===== config.mk =====
export PLATFORM = sky130hd
export DESIGN_NAME = gpd_sqrt_cell
export DESIGN_NICKNAME = d
export VERILOG_FILES = /design/src/hdl/gpd_pkg.sv /design/src/hdl/gpd_sqrt_cell.sv
export SDC_FILE = /design/constraint.sdc
export NUM_CORES = 1
export LEC_CHECK = 0
export ABC_CLOCK_PERIOD_IN_PS = 3000
export BUFFER_PORTS_ARGS = -buffer_cell sky130_fd_sc_hd__buf_2
export CAP_MARGIN = 10
export CORE_ASPECT_RATIO = 1.1
export CORE_MARGIN = 10
export CORE_UTILIZATION = 25
export DETAILED_ROUTE_END_ITERATION = 6
export GPL_TIMING_DRIVEN = 0
export PLACE_DENSITY = 0.55
export SYNTH_ARGS = -nofsm -noshare
export SYNTH_HDL_FRONTEND = slang
export SYNTH_SLANG_ARGS = --single-unit

===== constraint.sdc =====
create_clock -name clock -period 3 [get_ports clock]
set_input_delay 0.3 -clock clock [delete_from_list [all_inputs] [get_ports clock]]
set_output_delay 0.3 -clock clock [all_outputs]
set_load 0.03 [all_outputs]

===== src/hdl/gpd_pkg.sv =====
// ============================================================================
// gpd_pkg
// Shared types, constants and the arctangent table for the geo point
// distance pipeline.
// ============================================================================
package gpd_pkg;

   // datapath widths
   localparam int XY_W        = 33;
   localparam int Z_W         = 34;
   localparam int SQ_W        = 63;
   localparam int SQRT_STEPS  = (SQ_W + 1) / 2;

   // angle units are 1e-7 degree
   localparam logic signed [33:0] DEG_180   = 34'sd1800000000;
   localparam logic signed [33:0] DEG_360   = 34'sd3600000000;
   localparam logic signed [33:0] DEG_90    = 34'sd900000000;
   localparam logic signed [30:0] LAT_LIMIT = 31'sd800000000;

   // fixed-point constants (Q30 radians, Q60 scale for degree conversion)
   localparam logic [30:0]          RAD_PER_UNIT_Q60 = 31'd2012227627;
   localparam logic [29:0]          RADIUS_CM        = 30'd637099681;
   localparam logic signed [XY_W-1:0] GAIN_Q30       = 33'sd652032874;
   localparam logic signed [Z_W-1:0]  HALF_PI_Q30    = 34'sd1686629713;
   localparam logic signed [31:0]   ONE_Q30          = 32'sd1073741824;
   localparam logic [30:0]          OUT_MAX          = 31'h7FFF_FFFF;

   // one CORDIC vector as it moves from cell to cell
   typedef struct packed {
      logic signed [XY_W-1:0] x;
      logic signed [XY_W-1:0] y;
      logic signed [Z_W-1:0]  z;
   } cordic_vec_type;

   // square root working pair: remainder and partial root
   typedef struct packed {
      logic [SQ_W-1:0] rem;
      logic [SQ_W-1:0] root;
   } sqrt_vec_type;

   // side data riding along the chains
   typedef struct packed {
      logic        neg;
      logic [32:0] ux;
      logic [32:0] uy;
   } rot_side_type;

   typedef struct packed {
      logic               sat;
      logic signed [31:0] c;
   } sqrt_side_type;

   // arctangent of 2^-step in Q30
   function automatic logic signed [Z_W-1:0] atan_q30(input int unsigned step);
      logic signed [Z_W-1:0] val;
      unique case (step)
         0: val = 34'sd843314857;
         1: val = 34'sd497837829;
         2: val = 34'sd263043837;
         3: val = 34'sd133525159;
         4: val = 34'sd67021687;
         5: val = 34'sd33543516;
         6: val = 34'sd16775851;
         7: val = 34'sd8388437;
         8: val = 34'sd4194283;
         9: val = 34'sd2097149;
         default: val = (step <= 30) ? (Z_W'(1) << (30 - step)) : '0;
      endcase
      return val;
   endfunction

endpackage


===== src/hdl/gpd_sqrt_cell.sv =====
// ============================================================================
// gpd_sqrt_cell
// One result bit of a restoring integer square root; the remainder left
// after the last cell is n - root^2.
// ============================================================================
module gpd_sqrt_cell #(
   parameter int STEP = 0
) (
   input  logic                  clock,
   input  logic                  en,
   input  gpd_pkg::sqrt_vec_type cell_din,
   output gpd_pkg::sqrt_vec_type cell_dout
);
   import gpd_pkg::*;

   localparam int BIT_POS = SQ_W - 1 - 2 * STEP;
   localparam logic [SQ_W:0] TRIAL_BIT = (SQ_W + 1)'(1) << BIT_POS;

   sqrt_vec_type  vec_ff;
   sqrt_vec_type  vec_in;
   logic [SQ_W:0] trial;

   // try the next root bit against the remainder
   always_comb begin
      trial = {1'b0, cell_din.root} + TRIAL_BIT;
      if ({1'b0, cell_din.rem} >= trial) begin
         vec_in.rem  = SQ_W'({1'b0, cell_din.rem} - trial);
         vec_in.root = (cell_din.root >> 1) + TRIAL_BIT[SQ_W-1:0];
      end else begin
         vec_in.rem  = cell_din.rem;
         vec_in.root = cell_din.root >> 1;
      end
   end

   always_ff @(posedge clock) begin
      if (en) begin
         vec_ff <= vec_in;
      end
   end

   assign cell_dout = vec_ff;

endmodule


## Word-level counts from Yosys, hierarchy flattened

Cells that the tools add are included.

| cells by class | value |
|---|---|
| add/subtract/negate cells | 3 |
| magnitude comparators | 1 |
| multiplexer cells | 1 |

Operators by type and width:

| kind | count |
|---|---|
| $mux W126 | 1 |
| $add A63 B63 Y64 const B | 1 |
| $ge A63 B64 Y1 | 1 |
| $add A62 B63 Y63 const B | 1 |
| $sub A63 B63 Y63 | 1 |

| word-level totals | value |
|---|---|
| bits in registers | 126 |
| input port bits | 128 |
| logic and storage cells | 8 |

## Depth between registers and ports, before layout

Gate-level depths: netlist (run 1).

| logic depth | value |
|---|---|
| depth after elaboration | 3 |
| depth in mapped cells | 15 |
| gate-level depth less buffers | 13 |

## Least setup slack after synthesis (run 1)

OpenSTA, ideal clock, no wires.

| timing path | value |
|---|---|
| path kind | input -> register |
| start | input cell_din[63] in the netlist's numbering |
| end | register vec_ff (netlist bit cell_dout[121]) (data pin) |
| setup time | 260 ps |
| arrival time | 2675 ps |
| required time | 2740 ps |
| path slack | 65 ps |
| cell stages on the path | 13 |
| path buffers | 0 |
| path through | inv_1 ha_1 fa_1 nand2b_1 a21o_2 a2111oi_2 o41a_4 a22o_4 a21oi_4 nor3b_2 a21oi_2 xnor2_1 mux2_4 |

RTL lines:

| item | RTL line | source |
|---|---|---|
| start, declared | gpd_sqrt_cell.sv:11 | `input gpd_pkg::sqrt_vec_type cell_din,` |
| end signal, assigned | gpd_sqrt_cell.sv:37 | `vec_ff <= vec_in;` |
| end, declared | gpd_sqrt_cell.sv:19 | `sqrt_vec_type vec_ff;` |

==> out/metrics.csv, run 1 <==
metric;value;unit
CP Capture Type;flop;
Mapped Area;8640;um^2
asr flop ratio synth;0;%
Die Wd;197;um
setup TNS;0;ns
# hold bufs at CTS;0;
post-route design area;11400;um^2
Post-synth EDFFs;126;
CTS buffer count;17;
crit start category;primary input;
Hold Crit Class;primary input to flop;
most common cell after layout, fill and taps aside;buf_2;
status;finished, final reports clean;
Starting Density;25.3;%
CTS tree;done;
Routed Antenna Nets;0;
XOR/XNOR Fraction of Synth Area;5.98;%
worst vdd ir;0.368;mV
ys flop type;edfxtp_1;
simple-gate share of the synthesized area;12.7;%
Pre-antenna DRT Iters;5;
CP Data Arrival Time;3.07;ns
hold_ws;0.0355;ns
die area;42400;um^2
synth unique cells;71;
area of the core;34200;um^2
final-report max-slew violation count;0;
fraction of the mapped netlist area in compound gates;19.7;%
Inst Count DP;1570;
die height;215;um
Max Cap Violations;0;
Post-Place Cell Area;10500;um^2
Data required, critical path;3.20;ns
CP max FO;3;
H-Tree Depth;4;
drt total wl;30.3;mm
vias;7577;
# setup viols final;0;
largest family of logic cells by synthesized area;compound AO/OA/AOI/OAI gates;
Synth warnings;0;
num ports;254;
busiest grt layer;met2;
Post-route DRC;0;
post-synthesis sequential area ratio;43.8;%
met1 Use GR;16.0;%
FMAX;348;MHz
syn avg cell area;9.84;um^2
Sink Count;126;
Clock Tree Root;clkbuf_16;
wire per inst;18.8;um
Mapped Cells;878;
min Tclk post-route;2.87;ns
Worst-Margin Slew;0.670;ns
GRT Residual Overflow;0;
fin crit share;95.7;%
number of flip-flops under the largest register name;126;
vias per cell;4.70;
pin count of the biggest net entering global routing;69;
Net Count, Synth;1071;
PwrDens;556;nW/um^2
most frequent cells in the layout;269 x buf_2, 126 x edfxtp_1, 102 x a21oi_1, 80 x nor2_1, 78 x inv_1;
endpoints failing hold;0;
Finished Layout Cells;1611;
initial antenna violation count;10;
Net count, final;1349;
number of global-route vias before repair;7691;
post-synthesis adder-cell area fraction;9.50;%
met3 GRT Util;4.88;%
number of synthesized register bits;126;
LEAKAGE;5.03;nW
Reg clk slew, reported paths;0.06;ns
relative slew slack;55.3;%
mux contribution to synthesized area;1.85;%
met2 usage;23.6;%
gpl congestion;0.883;
clock tree buffer depth;2;
first-pass GRT wire length;45.0;mm
post-DP HPWL;24.1;mm
Core Rows;71;
# port buffers;253;
total global-route track usage;14.0;%
Area Overhead vs Synth;32.1;%
kind of critical path;primary input to flop;
first-iteration detailed-routing DRC count;445;
layout cells sized above 1;32.1;%
## logic make-up after synthesis
family | count (synthesis)
AOI/OAI and AO/OA | 259
xor gates and xnor gates | 59
adders and majority gates | 65
buffers and inverters | 123
DFF | 126
muxes | 14
and+or+nand+nor | 232
## final cells by class
| type | count | area, um^2 |
|---|---|---|
| timing repair buffer | 260 | 1380 |
| tap | 438 | 548 |
| antenna | 4 | 10.0 |
| inverter | 78 | 293 |
| buffer | 44 | 325 |
| fill | 3570 | 22800 |
| multi-input combinational | 629 | 4440 |
| sequential | 126 | 3780 |
| clock buffer | 20 | 437 |
| clock inverter | 12 | 193 |
## Yosys cell counts, drive strengths merged, types with 2 or more instances
| cell type | number | share of area [%] |
|---|---|---|
| a21oi | 117 | 7.4 |
| a311oi | 2 | 0.28 |
| nor4 | 4 | 0.36 |
| o211ai | 6 | 0.58 |
| mux2 | 13 | 1.7 |
| nand4 | 23 | 1.7 |
| nor3b | 2 | 0.23 |
| o221ai | 2 | 0.20 |
| clkbuf | 11 | 0.48 |
| edfxtp | 126 | 44 |
| and3 | 4 | 0.29 |
| a211oi | 4 | 0.46 |
| xnor2 | 37 | 3.8 |
| buf | 34 | 2.6 |
| xor2 | 22 | 2.2 |
| nand2b | 10 | 0.72 |
| a31o | 3 | 0.30 |
| a21boi | 6 | 0.52 |
| o21ai | 42 | 2.6 |
| or2 | 2 | 0.14 |
| and2 | 2 | 0.14 |
| nand3 | 12 | 0.70 |
| a31oi | 8 | 0.65 |
| and4 | 2 | 0.20 |
| nor3 | 16 | 0.99 |
| inv | 78 | 3.4 |
| ha | 64 | 9.3 |
| nand2 | 61 | 2.7 |
| a211o | 4 | 0.41 |
| o21bai | 7 | 0.70 |
| nor2b | 7 | 0.51 |
| or3 | 2 | 0.14 |
| nor2 | 80 | 3.5 |
| a21o | 34 | 3.0 |
| nand3b | 3 | 0.30 |
| o31ai | 5 | 0.43 |
| o22ai | 2 | 0.14 |
| o21a | 7 | 0.61 |
## metal layers
layer | up-vias | share of wire, %
met3 | 40 | 7.4
li1 | 3759 | -
met1 | 3558 | 42
met5 | - | 0.32
met2 | 206 | 49
met4 | 14 | 1.7
## path summary, 6_finish.rpt
kind | start | end | slack (ns) | depth (start not counted)
max | cell_din[63] | cell_dout[105] | 0.13 | 14
min | cell_din[8] | cell_dout[7] | 0.04 | 1
## through the flow
step           total power, mW  util (%)  worst slack [ns]
2_1_floorplan             3.46         -            0.0650
3_3_place_gp              4.03      30.6            -0.886
3_5_place_dp              4.04      30.7            -0.873
4_1_cts                   6.39      32.7            0.0201
5_1_grt                   6.67      33.3           -0.0264
6_report                  6.34      33.4             0.128
## worst max-delay path: stages
cell and delay (ns):
buf_2 0.09, inv_1 0.04, ha_1 0.22, fa_1 0.43
nand2b_4 0.17, a21o_2 0.22, a2111oi_4 0.36, o41a_4 0.25
a21oi_2 0.09, nor4_2 0.25, a211oi_2 0.11, o21bai_2 0.19
xor2_1 0.09, mux2_2 0.26
## report_power, final
| group | switching, mW | total (mW) | internal, mW |
|---|---|---|---|
| Sequential | 0.0378 | 2.18 | 2.15 |
| Combinational | 1.22 | 1.88 | 0.661 |
| Clock | 0.814 | 2.28 | 1.46 |
| Total | 2.07 | 6.34 | 4.27 |
## repair_timing
item                                   CTS  global route
gates resized for setup                 13            32
setup endpoints to repair               64            57
endpoints found under the hold margin    0             0
setup buffers                            0             4
pin swaps                                1             7
gates cloned                             0             2
(Power assumes the default switching activity.)
==> run 2, diff against run 1 <==
- ABC_AREA: default -> 1
- PLACE_DENSITY: 0.55 -> 0.54
==> run 2 against run 1 <==
Synthesized cell count is 92% higher. Wire length is 44% higher. Clock-buffer cell count decreased by 2. Maximum frequency up 3.5%. Largest power group is now registers. Critical path type unchanged. Largest cell class unchanged. Die area grew 22%. Area after synthesis increased by 25%. Via count grew 41%. Utilization is 1.9 points lower.
==> out/metrics.csv, run 2 <==
metric;value;unit
status;finished, final reports clean;
Routed Antenna Nets;0;
GRT Residual Overflow;0;
RSZ-0062 raised after global routing;false;
wire per inst;17.2;um
Finished Layout Cells;2534;
worst vdd ir;0.421;mV
clock share of power;32.5;%
WL met1;18.7;mm
relative slew slack;52.9;%
Synth top cells by count;692 x nand2_1, 399 x inv_1, 149 x nand3_1, 126 x edfxtp_1, 112 x nor2_1;
Pre-antenna DRT Iters;5;
post-synth top area share;35.1;%
Synth warnings;0;
# port buffers;253;
Die Wd;218;um
Reg clk slew, reported paths;0.06;ns
CP max FO;10;
worst setup path end;cell_dout[118];
initial antenna violation count;1;
Worst-Margin Slew;0.706;ns
Core Rows;79;
vias per cell;4.22;
Mapped Area;10800;um^2
clock tree buffer depth;2;
die area;51800;um^2
count leader, synth;nand2_1;
crit start category;primary input;
CTS tree;done;
Net Count, Synth;1875;
Inst Count DP;2503;
hold_ws;0.0317;ns
Post-synth EDFFs;126;
CP Data Arrival Time;2.97;ns
CP Capture Type;flop;
asr flop ratio synth;0;%
Area Overhead vs Synth;24.0;%
number of flip-flops under the largest register name;126;
vias;10700;
Max Cap Violations;0;
syn avg cell area;6.41;um^2
largest area contributor in the netlist;edfxtp_1;
Logic pwr share;32.8;%
Post-route DRC;0;
endpoints failing hold;0;
final critical-path setup slack;0.226;ns
layout cells sized above 1;15.1;%
post-DP HPWL;37.9;mm
Net Sw Power;2.28;mW
Sink Count;126;
gpl congestion;0.898;
synth unique cells;30;
Clock Tree Root;clkbuf_16;
kind of critical path;primary input to flop;
share of total power in sequential cells;34.7;%
# setup viols final;0;
LEAKAGE;7.67;nW
Hold Crit Class;primary input to flop;
drt total wl;43.7;mm
most common cell after layout, fill and taps aside;nand2_1;
Data required, critical path;3.20;ns
pin count of the biggest net entering global routing;67;
WL met3;2.05;mm
H-Tree Depth;4;
die height;238;um
area of the core;42500;um^2
setup TNS;0;ns
Starting Density;25.4;%
postcts setup bufs;0;
FMAX;360;MHz
CP Launch Point;cell_din[41];
number of synthesized register bits;126;
Area contributors post-synth;edfxtp_1 35%, nand2_1 24%, inv_1 14%;
number of global-route vias before repair;10800;
internal power;4.02;mW
first-pass GRT wire length;64.8;mm
Net count, final;2148;
ys flop type;edfxtp_1;
total global-route track usage;16.7;%
first-iteration detailed-routing DRC count;641;
highest metal used;met4;
fin crit share;92.5;%
post-synthesis sequential area ratio;35.1;%
Mapped Cells;1682;
num ports;254;
Net Sw Frac;36.2;%
CTS buffer count;17;
final-report max-slew violation count;0;
PwrDens;471;nW/um^2
min Tclk post-route;2.77;ns
most frequent cells in the layout;691 x nand2_1, 399 x inv_1, 258 x buf_2, 149 x nand3_1, 126 x edfxtp_1;
DR WL met2;22.0;mm
pre-CTS WS;-0.563;ns
filler instances;4828;
-- run 2: changes by cell type in the layout (fill, tap and decap cells not counted), moves of 33 or more --
cell	change
a21o_1	-33
a21oi_1	-67
inv_1	+321
nand2_1	+632
xnor2_1	-37
nand3_1	+137
-- run 2: cell type report --
type / instances / area (um^2) / share of cell area, %
well taps: 567 / 709 / 5.31
flip-flops and latches: 126 / 3780 / 28.3
multi-input cells: 1137 / 5400 / 40.4
repair buffers: 254 / 1300 / 9.73
clock buffers: 18 / 429 / 3.21
inverters: 400 / 1500 / 11.2
plain buffers: 19 / 116 / 0.871
diodes: 1 / 2.50 / 0.0187
clock inverters: 12 / 128 / 0.955
-- run 2: critical path, stage by stage --
cell,delay (ns)
buf_2,0.09
inv_1,0.06
ha_1,0.37
nand2_1,0.09
nand2_1,0.12
nand2_1,0.09
nand2_1,0.10
a21oi_1,0.24
nand2_1,0.15
a21oi_4,0.49
nand3_2,0.18
buf_6,0.21
buf_6,0.18
nand3_1,0.19
nand2_1,0.09
-- run 2: cell families (layout without fill, tap and decap cells) --
family,Yosys count,after routing,share of synthesized area (%)
AOI/OAI and AO/OA,44,44,2.16
DFF,126,126,35.1
xor gates and xnor gates,30,30,2.44
adders and majority gates,65,65,7.61
other,0,1,0
buffers and inverters,419,703,15.0
and+or+nand+nor,998,998,37.7
-- run 2: timing repair --
item / in CTS / in global routing
resized for setup: 1 / 2
setup endpoints to repair: 5 / 22
hold buffers: 0 / 0
hold endpoints to repair: 0 / 0
-- run 2: layer usage --
metal | GRT usage (%) | vias up
li1 | - | 5659
met2 | 29.7 | 215
met5 | 0 | -
met1 | 19.4 | 4781
met4 | 5.28 | 0
met3 | 3.73 | 37
-- run 2: how the worst min path moves through the flow --
stage	end	from	cells past startpoint	slack, ns
finish	cell_dout[43]	cell_din[44]	1	0.03
global route	cell_dout[46]	cell_din[47]	1	0.01
CTS	cell_dout[43]	cell_din[44]	1	0.001
detailed placement	cell_dout[31]	cell_din[32]	1	0.49
global placement	cell_dout[28]	cell_din[29]	1	0.49
floorplan	cell_dout[0]	cell_din[1]	0	0.40
-- run 2: per-stage QoR --
step,total power [mW],area (um^2),util [%]
global placement,4.31,12800,30.0
global route,6.68,13400,31.4
CTS,6.42,13400,31.4
floorplan,3.56,10800,-
finish,6.30,13400,31.4
detailed placement,4.31,12800,30.1
-- run 2: power by group through the flow --
stage               combinational, mW  clock (mW)  sequential, mW
floorplan                       0.971           0            2.59
CTS                              2.10        2.13            2.19
global placement                 2.08           0            2.22
detailed placement               2.09           0            2.22
global route                     2.30        2.18            2.20
finish                           2.06        2.05            2.19
