## src/hdl/gpd_pkg.sv

```systemverilog
// ============================================================================
// gpd_pkg
// Shared types, constants and the arctangent table for the geo point
// distance pipeline.
// ============================================================================
package gpd_pkg;

   // datapath widths
   localparam int XY_W        = 33;
   localparam int Z_W         = 34;
   localparam int SQ_W        = 63;
   localparam int SQRT_STEPS  = (SQ_W + 1) / 2;

   // angle units are 1e-7 degree
   localparam logic signed [33:0] DEG_180   = 34'sd1800000000;
   localparam logic signed [33:0] DEG_360   = 34'sd3600000000;
   localparam logic signed [33:0] DEG_90    = 34'sd900000000;
   localparam logic signed [30:0] LAT_LIMIT = 31'sd800000000;

   // fixed-point constants (Q30 radians, Q60 scale for degree conversion)
   localparam logic [30:0]          RAD_PER_UNIT_Q60 = 31'd2012227627;
   localparam logic [29:0]          RADIUS_CM        = 30'd637099681;
   localparam logic signed [XY_W-1:0] GAIN_Q30       = 33'sd652032874;
   localparam logic signed [Z_W-1:0]  HALF_PI_Q30    = 34'sd1686629713;
   localparam logic signed [31:0]   ONE_Q30          = 32'sd1073741824;
   localparam logic [30:0]          OUT_MAX          = 31'h7FFF_FFFF;

   // one CORDIC vector as it moves from cell to cell
   typedef struct packed {
      logic signed [XY_W-1:0] x;
      logic signed [XY_W-1:0] y;
      logic signed [Z_W-1:0]  z;
   } cordic_vec_type;

   // square root working pair: remainder and partial root
   typedef struct packed {
      logic [SQ_W-1:0] rem;
      logic [SQ_W-1:0] root;
   } sqrt_vec_type;

   // side data riding along the chains
   typedef struct packed {
      logic        neg;
      logic [32:0] ux;
      logic [32:0] uy;
   } rot_side_type;

   typedef struct packed {
      logic               sat;
      logic signed [31:0] c;
   } sqrt_side_type;

   // arctangent of 2^-step in Q30
   function automatic logic signed [Z_W-1:0] atan_q30(input int unsigned step);
      logic signed [Z_W-1:0] val;
      unique case (step)
         0: val = 34'sd843314857;
         1: val = 34'sd497837829;
         2: val = 34'sd263043837;
         3: val = 34'sd133525159;
         4: val = 34'sd67021687;
         5: val = 34'sd33543516;
         6: val = 34'sd16775851;
         7: val = 34'sd8388437;
         8: val = 34'sd4194283;
         9: val = 34'sd2097149;
         default: val = (step <= 30) ? (Z_W'(1) << (30 - step)) : '0;
      endcase
      return val;
   endfunction

endpackage

```

## src/hdl/gpd_cordic_cell.sv

```systemverilog
// ============================================================================
// gpd_cordic_cell
// One micro-rotation of a CORDIC chain, rotation or vectoring mode,
// registered and handed to the next cell.
// ============================================================================
module gpd_cordic_cell #(
   parameter int STEP      = 0,
   parameter bit VECTORING = 1'b0
) (
   input  logic                    clock,
   input  logic                    en,
   input  gpd_pkg::cordic_vec_type cell_din,
   output gpd_pkg::cordic_vec_type cell_dout
);
   import gpd_pkg::*;

   localparam logic signed [Z_W-1:0] ANGLE = atan_q30(STEP);

   cordic_vec_type         vec_ff;
   cordic_vec_type         vec_in;
   logic signed [XY_W-1:0] x_cur;
   logic signed [XY_W-1:0] y_cur;
   logic signed [Z_W-1:0]  z_cur;
   logic signed [XY_W-1:0] dx;
   logic signed [XY_W-1:0] dy;
   logic                   ccw;

   // pick direction and apply the shifted cross terms
   always_comb begin
      x_cur = cell_din.x;
      y_cur = cell_din.y;
      z_cur = cell_din.z;
      dx    = y_cur >>> STEP;
      dy    = x_cur >>> STEP;
      if (VECTORING) begin
         ccw = y_cur[XY_W-1] || (y_cur == '0);
      end else begin
         ccw = !z_cur[Z_W-1];
      end
      if (ccw) begin
         vec_in.x = x_cur - dx;
         vec_in.y = y_cur + dy;
         vec_in.z = z_cur - ANGLE;
      end else begin
         vec_in.x = x_cur + dx;
         vec_in.y = y_cur - dy;
         vec_in.z = z_cur + ANGLE;
      end
   end

   always_ff @(posedge clock) begin
      if (en) begin
         vec_ff <= vec_in;
      end
   end

   assign cell_dout = vec_ff;

endmodule

```

## config.mk

```make
export PLATFORM = sky130hd
export DESIGN_NAME = gpd_cordic_cell
export DESIGN_NICKNAME = d
export VERILOG_FILES = /design/src/hdl/gpd_pkg.sv /design/src/hdl/gpd_cordic_cell.sv
export SDC_FILE = /design/constraint.sdc
export NUM_CORES = 1
export LEC_CHECK = 0
export ABC_AREA = 1
export ABC_CLOCK_PERIOD_IN_PS = 2100
export BUFFER_PORTS_ARGS = -buffer_cell sky130_fd_sc_hd__buf_2
export CAP_MARGIN = 5
export CORE_MARGIN = 4
export CORE_UTILIZATION = 40
export CTS_CLUSTER_DIAMETER = 40
export DETAILED_ROUTE_END_ITERATION = 8
export PLACE_DENSITY_LB_ADDON = 0.2
export SLEW_MARGIN = 15
export SYNTH_ARGS = -nofsm -noshare
export SYNTH_HDL_FRONTEND = slang
export SYNTH_SLANG_ARGS = --single-unit
```

## constraint.sdc

```tcl
create_clock -name clock -period 2.1 [get_ports clock]
set_clock_uncertainty 0.05 [all_clocks]
set_input_delay 0.105 -clock clock [delete_from_list [all_inputs] [get_ports clock]]
set_output_delay 0.105 -clock clock [all_outputs]
set_load 0.03 [all_outputs]
```

# [Yosys cells after proc, flatten, opt, wreduce, memory -nomap -nowiden]
# Index checks and enable logic that the tools add are counted.
[word_totals] latch_bits=0 rom_bits=0 reg_bits=100 ram_bits=0 word_cells=9 output_inout_bits=100 n_memories=0
[op_classes] n_addsub=5 n_bitwise=0 reduce_logical=0 eq_ne=0 mux=1 div=0 n_mul=0 magnitude_cmp=0 n_shift=0
[op_table] op="two-way mux 100 bit" count=1
[op_table] op="subtractor 33 bit" count=2
[op_table] op="adder 34 x 31 -> 34 bit, second input constant" count=1
[op_table] op="subtractor 34 x 31 -> 34 bit, second input constant" count=1
[op_table] op="adder 33 bit" count=1

# [Longest topological paths before layout]
# Gate-level depths: netlist (run 1).
[logic_depth] ltp_word=2 ltp_mapped=17 ltp_nobuf=16

# [Worst setup path after synthesis (run 1)]
# Ideal clock, no wire load.
[synth_path] kind="in2reg" startpoint="input port cell_din[33] (netlist bit)" endpoint="register vec_ff, in the netlist cell_dout[29] (data pin)" n_path_buf=2 setup_ns=0.252 stages=12 path_slack_ns=-0.214 arrival_ns=2.012 path_cell_list="clkbuf_1 > clkinv_1 > buf_2 > ha_1 > a21oi_1 > nand2_1 > a21boi_0 > o21ai_1 > nand3_1 > nand2_1 > nand2_1 > nand2_1"
[synth_lines] item="from (decl)" line_no="gpd_cordic_cell.sv:12" rtl="input gpd_pkg::cordic_vec_type cell_din,"
[synth_lines] item="to (signal assigned)" line_no="gpd_cordic_cell.sv:53" rtl="vec_ff <= vec_in;"
[synth_lines] item="to (decl)" line_no="gpd_cordic_cell.sv:19" rtl="cordic_vec_type vec_ff;"

==> results of run 1 <==
## what timing repair did
| item | 4_1_cts | 5_1_grt |
|---|---|---|
| endpoints found under the setup margin | 0 | 20 |
| gates resized for setup | 0 | 6 |
| setup buffers | 0 | 1 |
| hold endpoints to repair | 0 | 0 |
## final cells by class
cell class,count,area (µm²),area share [%]
clock buffers,9,225,1.36
clock inverters,6,90.1,0.544
inverters,385,1450,8.74
multi-input cells,1561,8070,48.7
flip-flops and latches,99,2970,17.9
well taps,402,503,3.04
repair buffers,496,3260,19.7
## per-layer routing
metal	part of all wire (%)	track usage (%)	vias up
li1	-	-	7473
met1	46	35.1	6576
met2	45	44.1	505
met3	6.2	2.77	68
met4	3.0	7.96	2
met5	0.030	0	-
## power by group
| part | switching [mW] | internal [mW] | leakage [nW] |
|---|---|---|---|
| Combinational | 2.98 | 1.72 | 8.32 |
| Sequential | 0.0956 | 2.56 | 0.967 |
| Clock | 0.837 | 1.05 | 0.152 |
## stage by stage
stage,util [%],cell area [µm²],setup TNS (ns),hold slack [ns]
3_5_place_dp,51.5,16200,-9.29,0.477
2_1_floorplan,-,12800,0,0.167
6_report,52.5,16600,0,0.113
5_1_grt,52.5,16600,0,0.109
3_3_place_gp,51.5,16200,-7.77,0.473
4_1_cts,52.5,16600,0,0.0990
## kinds of logic (layout without fill, tap and decap cells)
| logic type | Yosys count | in the layout | share of synthesized area [%] |
|---|---|---|---|
| buffers and inverters | 429 | 896 | 13.7 |
| and+or+nand+nor | 1162 | 1162 | 37.3 |
| DFF | 99 | 99 | 23.3 |
| AOI/OAI and AO/OA | 225 | 225 | 9.69 |
| xor gates and xnor gates | 42 | 42 | 2.88 |
| adders and majority gates | 132 | 132 | 13.2 |
## cell usage in the layout, fill, tap and decap left out, types with 2 or more instances in the layout
cell type and n:
a21boi_1 3, a21o_1 5, a21oi_1 116, a31oi_1 4, and3_1 2, buf_12 3, buf_2 200, buf_4 293
bufinv_16 2, clkbuf_16 9, edfxtp_1 99, fa_1 4, ha_1 126, ha_2 2, inv_1 379, inv_2 5
nand2_1 759, nand2_2 11, nand3_1 185, nand4_1 21, nor2_1 154, nor2_2 9, nor3_1 11, nor3_2 4
nor4_1 2, o21a_1 7, o21ai_0 60, o21ai_1 4, o21ai_2 2, o21bai_1 15, o22ai_1 4, o31ai_1 2
xnor2_1 4, xor2_1 38
## worst max-delay path: stages
cell	delay [ns]
buf_2	0.14
buf_12	0.16
ha_1	0.33
buf_4	0.12
nand2_1	0.08
nor2_1	0.21
nand4_1	0.21
o211ai_2	0.31
buf_4	0.16
xor2_1	0.22
## path summary, 6_finish.rpt
path | endpoint | slack [ns] | from
worst max-delay path | cell_dout[9] | 0.17 | cell_din[33]
worst min-delay path | cell_dout[75] | 0.11 | en
==> flow_metrics.env, run 1 <==
export IMPL_final_cells=2958
export IMPL_rows=65
export IMPL_nNetsFinal=2786
export IMPL_hold_viol=0
export IMPL_crit_fanout=13
export IMPL_power_density_nw_per_um2=558
export IMPL_place_gp_congestion=0.989
export IMPL_worst_setup_path_start_kind="input port"
export IMPL_worst_pin_slew_ns=0.679
export IMPL_critPathKind="in -> reg"
export IMPL_gr_total_overflow=0
export IMPL_syn_num_nets=2323
export IMPL_worstSetupEndpointType="flop"
export IMPL_initial_utilization_pct=40.5
export IMPL_netlist_top_cells_area="edfxtp_1 23%, nand2_1 22%, ha_1 13%, inv_1 11%, nand3_1 7.2%"
export IMPL_async_reset_ff_share_pct=0
export IMPL_dp_cells=2942
export IMPL_dr_total_vias=14600
export IMPL_dr_pass1_iters=6
export IMPL_drive_gt1_share_pct=21.6
export IMPL_synth_top_area_share_pct=23.3
export IMPL_finalPower_mw=9.24
export IMPL_synth_edf_count=99
export IMPL_whs_path_depth=1
export IMPL_ios=202
export IMPL_grt_max_degree=60
export IMPL_cts_sinks=99
export IMPL_fillers=3263
export IMPL_crit_required_ns=2.21
export IMPL_synth_ff_type="edfxtp_1"
export IMPL_areaGrowthSynthToFinish_pct=29.6
export IMPL_synth_seq_cells=99
export IMPL_outcome="finished clean"
export IMPL_avgSynthCellArea_um2=6.12
export IMPL_synth_cells=2089
export IMPL_cts_tree="built"
export IMPL_first_iter_violations=1126
export IMPL_rsz0062_at_grt="no"
export IMPL_synth_top_cells_by_count="760 x nand2_1, 379 x inv_1, 185 x nand3_1"
export IMPL_yosysMostFrequentCell="nand2_1"
export IMPL_maxCapViolCount=0
export IMPL_postRouteAntennaNets=0
export IMPL_irDropWorstVdd_mv=0.325
export IMPL_die_area_um2=34900
export IMPL_wl_per_cell_um=15.6
export IMPL_hold_path_class="in -> reg"
export IMPL_wl_um=46200
export IMPL_grt_antenna_before_repair=1
export IMPL_ys_types=41
export IMPL_cts_root_buf="clkbuf_16"
export IMPL_finalCriticalPeriod_ns=1.93
export IMPL_grt_pass1_wl_um=73300
export IMPL_n_antenna_cell=0
export IMPL_cts_max_path_buffers=2
export IMPL_cts_hold_buf=0
export IMPL_arrival_ns=2.05
export IMPL_clk_pin_slew_ns=0.08
export IMPL_ys_warn_count=0
export IMPL_largest_reg_flops=99
export IMPL_drcViolationCount=0
export IMPL_port_buffers=201
export IMPL_place_ws_ns=-0.313
export IMPL_seq_area_frac_synth_pct=23.3
export IMPL_finalCritPeriodShare_pct=92.1
export IMPL_p_leak_nw=9.44
export IMPL_place_hpwl_um=39900
export IMPL_chipHeight_um=187
export IMPL_timing_fmax_mhz=517
export IMPL_grt_pass1_vias=14300
export IMPL_synth_cell_area_um2=12800
export IMPL_htreeDepth=3
export IMPL_yosys_area_top_type="edfxtp_1"
export IMPL_relSlewSlack_pct=54.7
export IMPL_dieWidth_um=187
export IMPL_core_area_um2=31600
export IMPL_setup_violations=0
export IMPL_via_per_inst=4.94
export IMPL_slew_viol_final=0
export IMPL_fin_ws_ns=0.166
export IMPL_grt_usage_pct=26.0
export IMPL_numCtsBuffers=9
Note: power is estimated with default switching activity, not from simulation.
==> run 2: changes to the inputs <==
Settings changed: ABC_AREA 1 to unset.
==> run 2 against run 1 <==
The flow now finishes with violations (negative setup slack). Total power grew 2.5%. Cell count shrank 31%. Utilization grew 15 points. Synthesized cell count shrank 45%. Cell area is essentially flat. Worst hold slack gained 0.0073 ns. Largest cell class unchanged.
==> flow_metrics.env, run 2 <==
export IMPL_outcome="complete, but fails checks"
export IMPL_failed_checks="negative setup slack"
export IMPL_crit_buf_inv=3
export IMPL_hold_viol=0
export IMPL_finalPower_mw=9.47
export IMPL_relSlewSlack_pct=51.2
export IMPL_via_per_inst=5.37
export IMPL_dr_pass1_iters=5
export IMPL_numCtsBuffers=9
export IMPL_postRouteAntennaNets=0
export IMPL_power_frac_comb_pct=53.9
export IMPL_chipHeight_um=167
export IMPL_rows=57
export IMPL_place_ws_ns=-0.987
export IMPL_worst_setup_path_start_kind="input port"
export IMPL_core_area_um2=24600
export IMPL_whs_path_depth=3
export IMPL_crit_fanout=3
export IMPL_dr_total_vias=11000
export IMPL_mostFrequentLayoutCells="354 x buf_4, 182 x buf_2, 99 x edfxtp_1"
export IMPL_synthMuxAreaShare_pct=1.42
export IMPL_ys_warn_count=0
export IMPL_cts_max_path_buffers=2
export IMPL_synthAdderAreaFrac_pct=16.7
export IMPL_critPathKind="in -> reg"
export IMPL_drive_gt1_share_pct=50.3
export IMPL_maxCapViolCount=0
export IMPL_netlist_top_cells_area="edfxtp_1 29%, ha_1 16%, a21oi_1 7.1%, xnor2_1 6.9%, inv_1 3.9%"
export IMPL_grt_antenna_before_repair=0
export IMPL_synthSimpleGateAreaFrac_pct=12.3
export IMPL_irDropWorstVdd_mv=0.377
export IMPL_synth_edf_count=99
export IMPL_synth_top_family_by_area="compound AO/OA/AOI/OAI gates"
export IMPL_drcViolationCount=0
export IMPL_timing_fmax_mhz=388
export IMPL_initial_utilization_pct=41.0
export IMPL_p_clk_share_pct=17.5
export IMPL_synth_top_cells_by_count="144 x a21oi_1, 128 x ha_1, 105 x inv_1"
export IMPL_grt_usage_pct=24.4
export IMPL_rsz0062_at_grt="yes"
export IMPL_nNetsFinal=1948
export IMPL_setup_violations=56
export IMPL_min_delay_start="cell_din[32]"
export IMPL_hold_path_class="in -> reg"
export IMPL_tns_ns=-12.39
export IMPL_gr_total_overflow=0
export IMPL_critical_path_cell_chain="buf_12 > buf_12 > inv_8 > ha_4 > fa_2 > nor2b_4 > o31ai_4 > a22oi_2 > a21oi_2 > o21bai_1 > nand4_1 > a32o_2 > o311a_1 > a21oi_2 > xnor2_1"
export IMPL_cp_slowest_cell="fa_2"
export IMPL_final_util_pct=67.4
export IMPL_die_area_um2=27900
export IMPL_cts_root_buf="clkbuf_16"
export IMPL_yosys_area_top_type="edfxtp_1"
export IMPL_global_route_usage_met2_pct=41.4
export IMPL_placed_area_um2=14600
export IMPL_crit_required_ns=2.16
export IMPL_clk_pin_slew_ns=0.08
export IMPL_grt_met1_usage_pct=32.3
export IMPL_use_met3_pct=2.75
export IMPL_place_hpwl_um=27900
export IMPL_areaGrowthSynthToFinish_pct=64.2
export IMPL_avgSynthCellArea_um2=8.74
export IMPL_finalCritPeriodShare_pct=123
export IMPL_synthXorXnorAreaFrac_pct=8.07
export IMPL_p_leak_nw=7.53
export IMPL_worstSetupEndpointType="flop"
export IMPL_hold_path_endpoint="cell_dout[33]"
export IMPL_wl_um=35800
export IMPL_grt_pass1_vias=10800
export IMPL_syn_num_nets=1390
export IMPL_synth_top_area_share_pct=29.4
export IMPL_crit_family="compound AO/OA/AOI/OAI gates"
export IMPL_synth_seq_cells=99
export IMPL_busiest_layer="met2"
export IMPL_synth_ff_type="edfxtp_1"
export IMPL_slew_viol_final=0
export IMPL_finalCriticalPeriod_ns=2.58
export IMPL_wl_per_cell_um=17.5
export IMPL_seqPwrFrac_pct=28.7
export IMPL_p_int_mw=5.68
export IMPL_dieWidth_um=167
export IMPL_largest_reg_flops=99
export IMPL_arrival_ns=2.64
export IMPL_ios=202
export IMPL_grt_max_degree=64
export IMPL_grt_pass1_wl_um=55900
export IMPL_n_antenna_cell=0
export IMPL_power_density_nw_per_um2=571
export IMPL_layout_commonest_cell="buf_4"
export IMPL_yosysMostFrequentCell="a21oi_1"
export IMPL_seq_area_frac_synth_pct=29.4
export IMPL_async_reset_ff_share_pct=0
export IMPL_synth_compound_area_share_pct=25.9
export IMPL_switching_share_pct=40.0
export IMPL_slowest_delay_ns=0.41
export IMPL_worst_pin_slew_ns=0.732
export IMPL_port_buffers=201
export IMPL_place_gp_congestion=0.978
export IMPL_cts_sinks=99
export IMPL_synth_cell_area_um2=10100
export IMPL_first_iter_violations=834
export IMPL_p_switching_mw=3.79
export IMPL_cts_tree="built"
export IMPL_synth_cells=1156
export IMPL_htreeDepth=3
export IMPL_ys_types=78
export IMPL_fin_area_um2=16600
export IMPL_fin_ws_ns=-0.478
==> run 2: power groups by stage <==
stage | combinational (mW) | clock (mW) | sequential (mW)
after detailed placement | 4.44 | 0 | 2.76
final | 5.10 | 1.66 | 2.71
after CTS | 4.82 | 1.70 | 2.72
after global placement | 4.40 | 0 | 2.76
after global routing | 5.43 | 1.77 | 2.75
after floorplan | 1.93 | 0 | 3.44
==> run 2: kinds of logic (layout without fill, tap and decap cells) <==
logic type / Yosys count / count (layout)
AND/OR/NAND/NOR: 252 / 252
buffers and inverters: 159 / 722
XOR/XNOR: 93 / 93
multiplexers: 13 / 13
AO/OA/AOI/OAI: 408 / 408
adder cells (fa/ha/maj): 132 / 132
flip-flops: 99 / 99
==> run 2: repair_timing <==
action,in CTS,in global routing
hold buffers,1,0
endpoints found under the setup margin,60,58
pin swaps,111,87
buffers inserted,21,20
gates resized for setup,204,104
endpoints found under the hold margin,1,0
==> run 2: metrics by stage <==
| step | hold slack, ns | cells |
|---|---|---|
| 6_report | 0.120 | 2043 |
| 2_1_floorplan | 0.167 | 1156 |
| 4_1_cts | 0.0885 | 2028 |
| 3_3_place_gp | 0.366 | 1994 |
| 3_5_place_dp | 0.370 | 1994 |
| 5_1_grt | 0.123 | 2043 |
==> run 2: layer usage <==
| metal | up-vias | share of wire, % |
|---|---|---|
| met2 | 443 | 48 |
| met4 | 0 | 2.9 |
| met1 | 5135 | 42 |
| li1 | 5314 | - |
| met5 | - | 0 |
| met3 | 77 | 6.5 |
==> run 2: layout make-up <==
| type | count | area, µm² |
|---|---|---|
| clock buffers | 9 | 225 |
| clock inverters | 7 | 60.1 |
| fillers | 1920 | 8020 |
| inverters | 111 | 489 |
| multi-input cells | 898 | 8100 |
| flip-flops and latches | 99 | 2970 |
| well taps | 324 | 405 |
| repair buffers | 595 | 4330 |
==> run 2: worst max path at each step <==
stage	from	endpoint	slack [ns]	depth (start not counted)
final	cell_din[67]	cell_dout[97]	-0.48	15
after global routing	cell_din[67]	cell_dout[97]	-0.56	15
after CTS	cell_din[67]	cell_dout[66]	-0.43	12
after detailed placement	cell_din[35]	cell_dout[63]	-0.99	16
after global placement	cell_din[35]	cell_dout[63]	-0.90	16
after floorplan	cell_din[33]	cell_dout[32]	-0.54	14
==> run 3: changes to the inputs <==
==> constraint.sdc (replaced) <==
create_clock -name clock -period 2.1 [get_ports clock]
set_clock_uncertainty 0.05 [all_clocks]
set_input_delay 0.42 -clock clock [delete_from_list [all_inputs] [get_ports clock]]
set_output_delay 0.42 -clock clock [all_outputs]
set_load 0.03 [all_outputs]
==> run 3 against run 2 <==
The run still ends with negative setup slack left. Non-clock buffer count rose by 72. Total power rose by 3.9%. Fmax down 12%. Sequential share of layout area shrank 0.84 points. Combinational power grew 7.5%. Cell count is 3.5% higher. Critical path depth down 1. Worst hold slack better by 0.16 ns. Global-route usage grew 1.4 points. First-iteration DRC count grew 7.9%. Highest routed layer unchanged.
==> flow_metrics.env, run 3 (synthesized netlist as in run 2, its figures left out) <==
export IMPL_tns_ns=-36.48
export IMPL_rows=57
export IMPL_slew_viol_final=0
export IMPL_failed_checks="negative setup slack"
export IMPL_fin_hold_ws_ns=0.278
export IMPL_n_antenna_cell=0
export IMPL_whs_path_depth=2
export IMPL_drcViolationCount=0
export IMPL_wl_per_cell_um=18.4
export IMPL_hold_viol=0
export IMPL_finalCritPeriodShare_pct=140
export IMPL_timing_fmax_mhz=341
export IMPL_drive_gt1_share_pct=53.6
export IMPL_nNetsFinal=2020
export IMPL_min_delay_start="cell_din[0]"
export IMPL_cts_tree="built"
export IMPL_outcome="complete, but fails checks"
export IMPL_chipHeight_um=167
export IMPL_dr_pass1_iters=7
export IMPL_finalCriticalPeriod_ns=2.94
export IMPL_seq_area_um2=2970
export IMPL_crit_fanout=3
export IMPL_cts_root_buf="clkbuf_16"
export IMPL_die_area_um2=27900
export IMPL_cts_hold_buf=0
export IMPL_p_clk_share_pct=16.8
export IMPL_gr_total_overflow=0
export IMPL_grt_max_degree=36
export IMPL_seqPwrFrac_pct=27.6
export IMPL_rsz0062_at_grt="yes"
export IMPL_hold_path_class="in -> reg"
export IMPL_p_int_mw=5.90
export IMPL_hold_path_endpoint="cell_dout[0]"
export IMPL_p_leak_nw=7.99
export IMPL_grt_antenna_before_repair=0
export IMPL_largest_reg_flops=99
export IMPL_first_iter_violations=900
export IMPL_relSlewSlack_pct=61.8
export IMPL_port_buffers=201
export IMPL_grt_usage_pct=25.8
export IMPL_core_area_um2=24600
export IMPL_irDropWorstVdd_mv=0.481
export IMPL_worst_pin_slew_ns=0.573
export IMPL_cts_sinks=99
export IMPL_switching_share_pct=40.1
export IMPL_power_frac_comb_pct=55.6
export IMPL_maxCapViolCount=0
export IMPL_via_per_inst=5.40
export IMPL_multi_input_area_um2=8290
export IMPL_power_density_nw_per_um2=566
export IMPL_clk_pin_slew_ns=0.08
export IMPL_place_gp_congestion=0.980
export IMPL_mostFrequentLayoutCells="414 x buf_4, 181 x buf_2, 99 x edfxtp_1"
export IMPL_arrival_ns=2.99
export IMPL_ios=202
export IMPL_crit_required_ns=2.16
export IMPL_dr_total_vias=11400
export IMPL_place_hpwl_um=28600
export IMPL_wl_um=38800
export IMPL_layout_commonest_cell="buf_4"
export IMPL_htreeDepth=3
export IMPL_grt_pass1_vias=11300
export IMPL_setup_violations=75
export IMPL_grt_pass1_wl_um=59000
export IMPL_critPathKind="in -> reg"
export IMPL_finalPower_mw=9.85
export IMPL_postRouteAntennaNets=0
export IMPL_worst_setup_path_start_kind="input port"
export IMPL_fillers=1859
export IMPL_dieWidth_um=167
export IMPL_areaGrowthSynthToFinish_pct=72.3
export IMPL_fin_ws_ns=-0.836
export IMPL_initial_utilization_pct=41.0
export IMPL_numCtsBuffers=9
export IMPL_p_switching_mw=3.94
export IMPL_worstSetupEndpointType="flop"
export IMPL_cts_max_path_buffers=2
[run 3: cell types whose count changed in the layout (fill, tap and decap cells not counted), sizes merged]
| cell | previous run | this run |
|---|---|---|
| clkinvlp | 0 | 1 |
| clkbuf | 9 | 10 |
| buf | 594 | 666 |
| inv | 112 | 113 |
| dlygate4sd3 | 1 | 0 |
| clkinv | 6 | 4 |
[run 3: timing repair]
item	in CTS	in global routing
cloned	0	1
endpoints found under the setup margin	73	76
pin swaps	132	99
setup buffers	67	32
resized for setup	241	101
[run 3: per-stage QoR]
step                instances  area, µm²  util [%]  setup slack (ns)
floorplan                1156      10800         -            -0.857
global placement         2021      14900      60.4             -1.26
detailed placement       2021      14900      60.4             -1.31
CTS                      2090      16700      67.8            -0.735
global route             2115      17400      70.7            -0.916
finish                   2115      17400      70.7            -0.836
[run 3: area by class of cell]
type                    count  area share, %
repair buffers            667           28.5
flip-flops and latches     99           17.1
well taps                 324           2.33
multi-input cells         898           47.6
clock inverters             7          0.295
clock buffers               9           1.29
inverters                 111           2.85
[run 3: per-layer routing]
layer	vias up	part of all wire, %	track usage [%]
met2	506	48	44.4
met3	85	6.5	2.77
li1	5451	-	-
met4	0	3.3	7.40
met1	5375	42	34.4
met5	-	0	0
[run 3: power groups by stage]
stage / clock (mW) / combinational [mW] / sequential, mW
after floorplan: 0 / 1.97 / 3.44
final: 1.65 / 5.48 / 2.72
after detailed placement: 0 / 4.53 / 2.77
after global placement: 0 / 4.50 / 2.76
after CTS: 1.67 / 5.06 / 2.73
after global routing: 1.76 / 5.79 / 2.75
[run 3: critical path, cell delays in order]
cell      delay [ns]
buf_12          0.11
ha_4            0.15
buf_6           0.11
fa_2            0.37
a21oi_4         0.18
o221ai_4        0.15
a211oi_2        0.33
o21bai_4        0.11
a311o_2         0.38
buf_4           0.16
nand2_2         0.05
o211ai_1        0.10
mux2i_1         0.26
xnor2_1         0.11
[run 3: worst max path at each step]
stage	start	slack (ns)	end
after global placement	cell_din[35]	-1.26	cell_dout[97]
after floorplan	cell_din[33]	-0.86	cell_dout[32]
after global routing	cell_din[34]	-0.92	cell_dout[66]
after detailed placement	cell_din[35]	-1.31	cell_dout[97]
after CTS	cell_din[34]	-0.74	cell_dout[66]
final	cell_din[34]	-0.84	cell_dout[62]
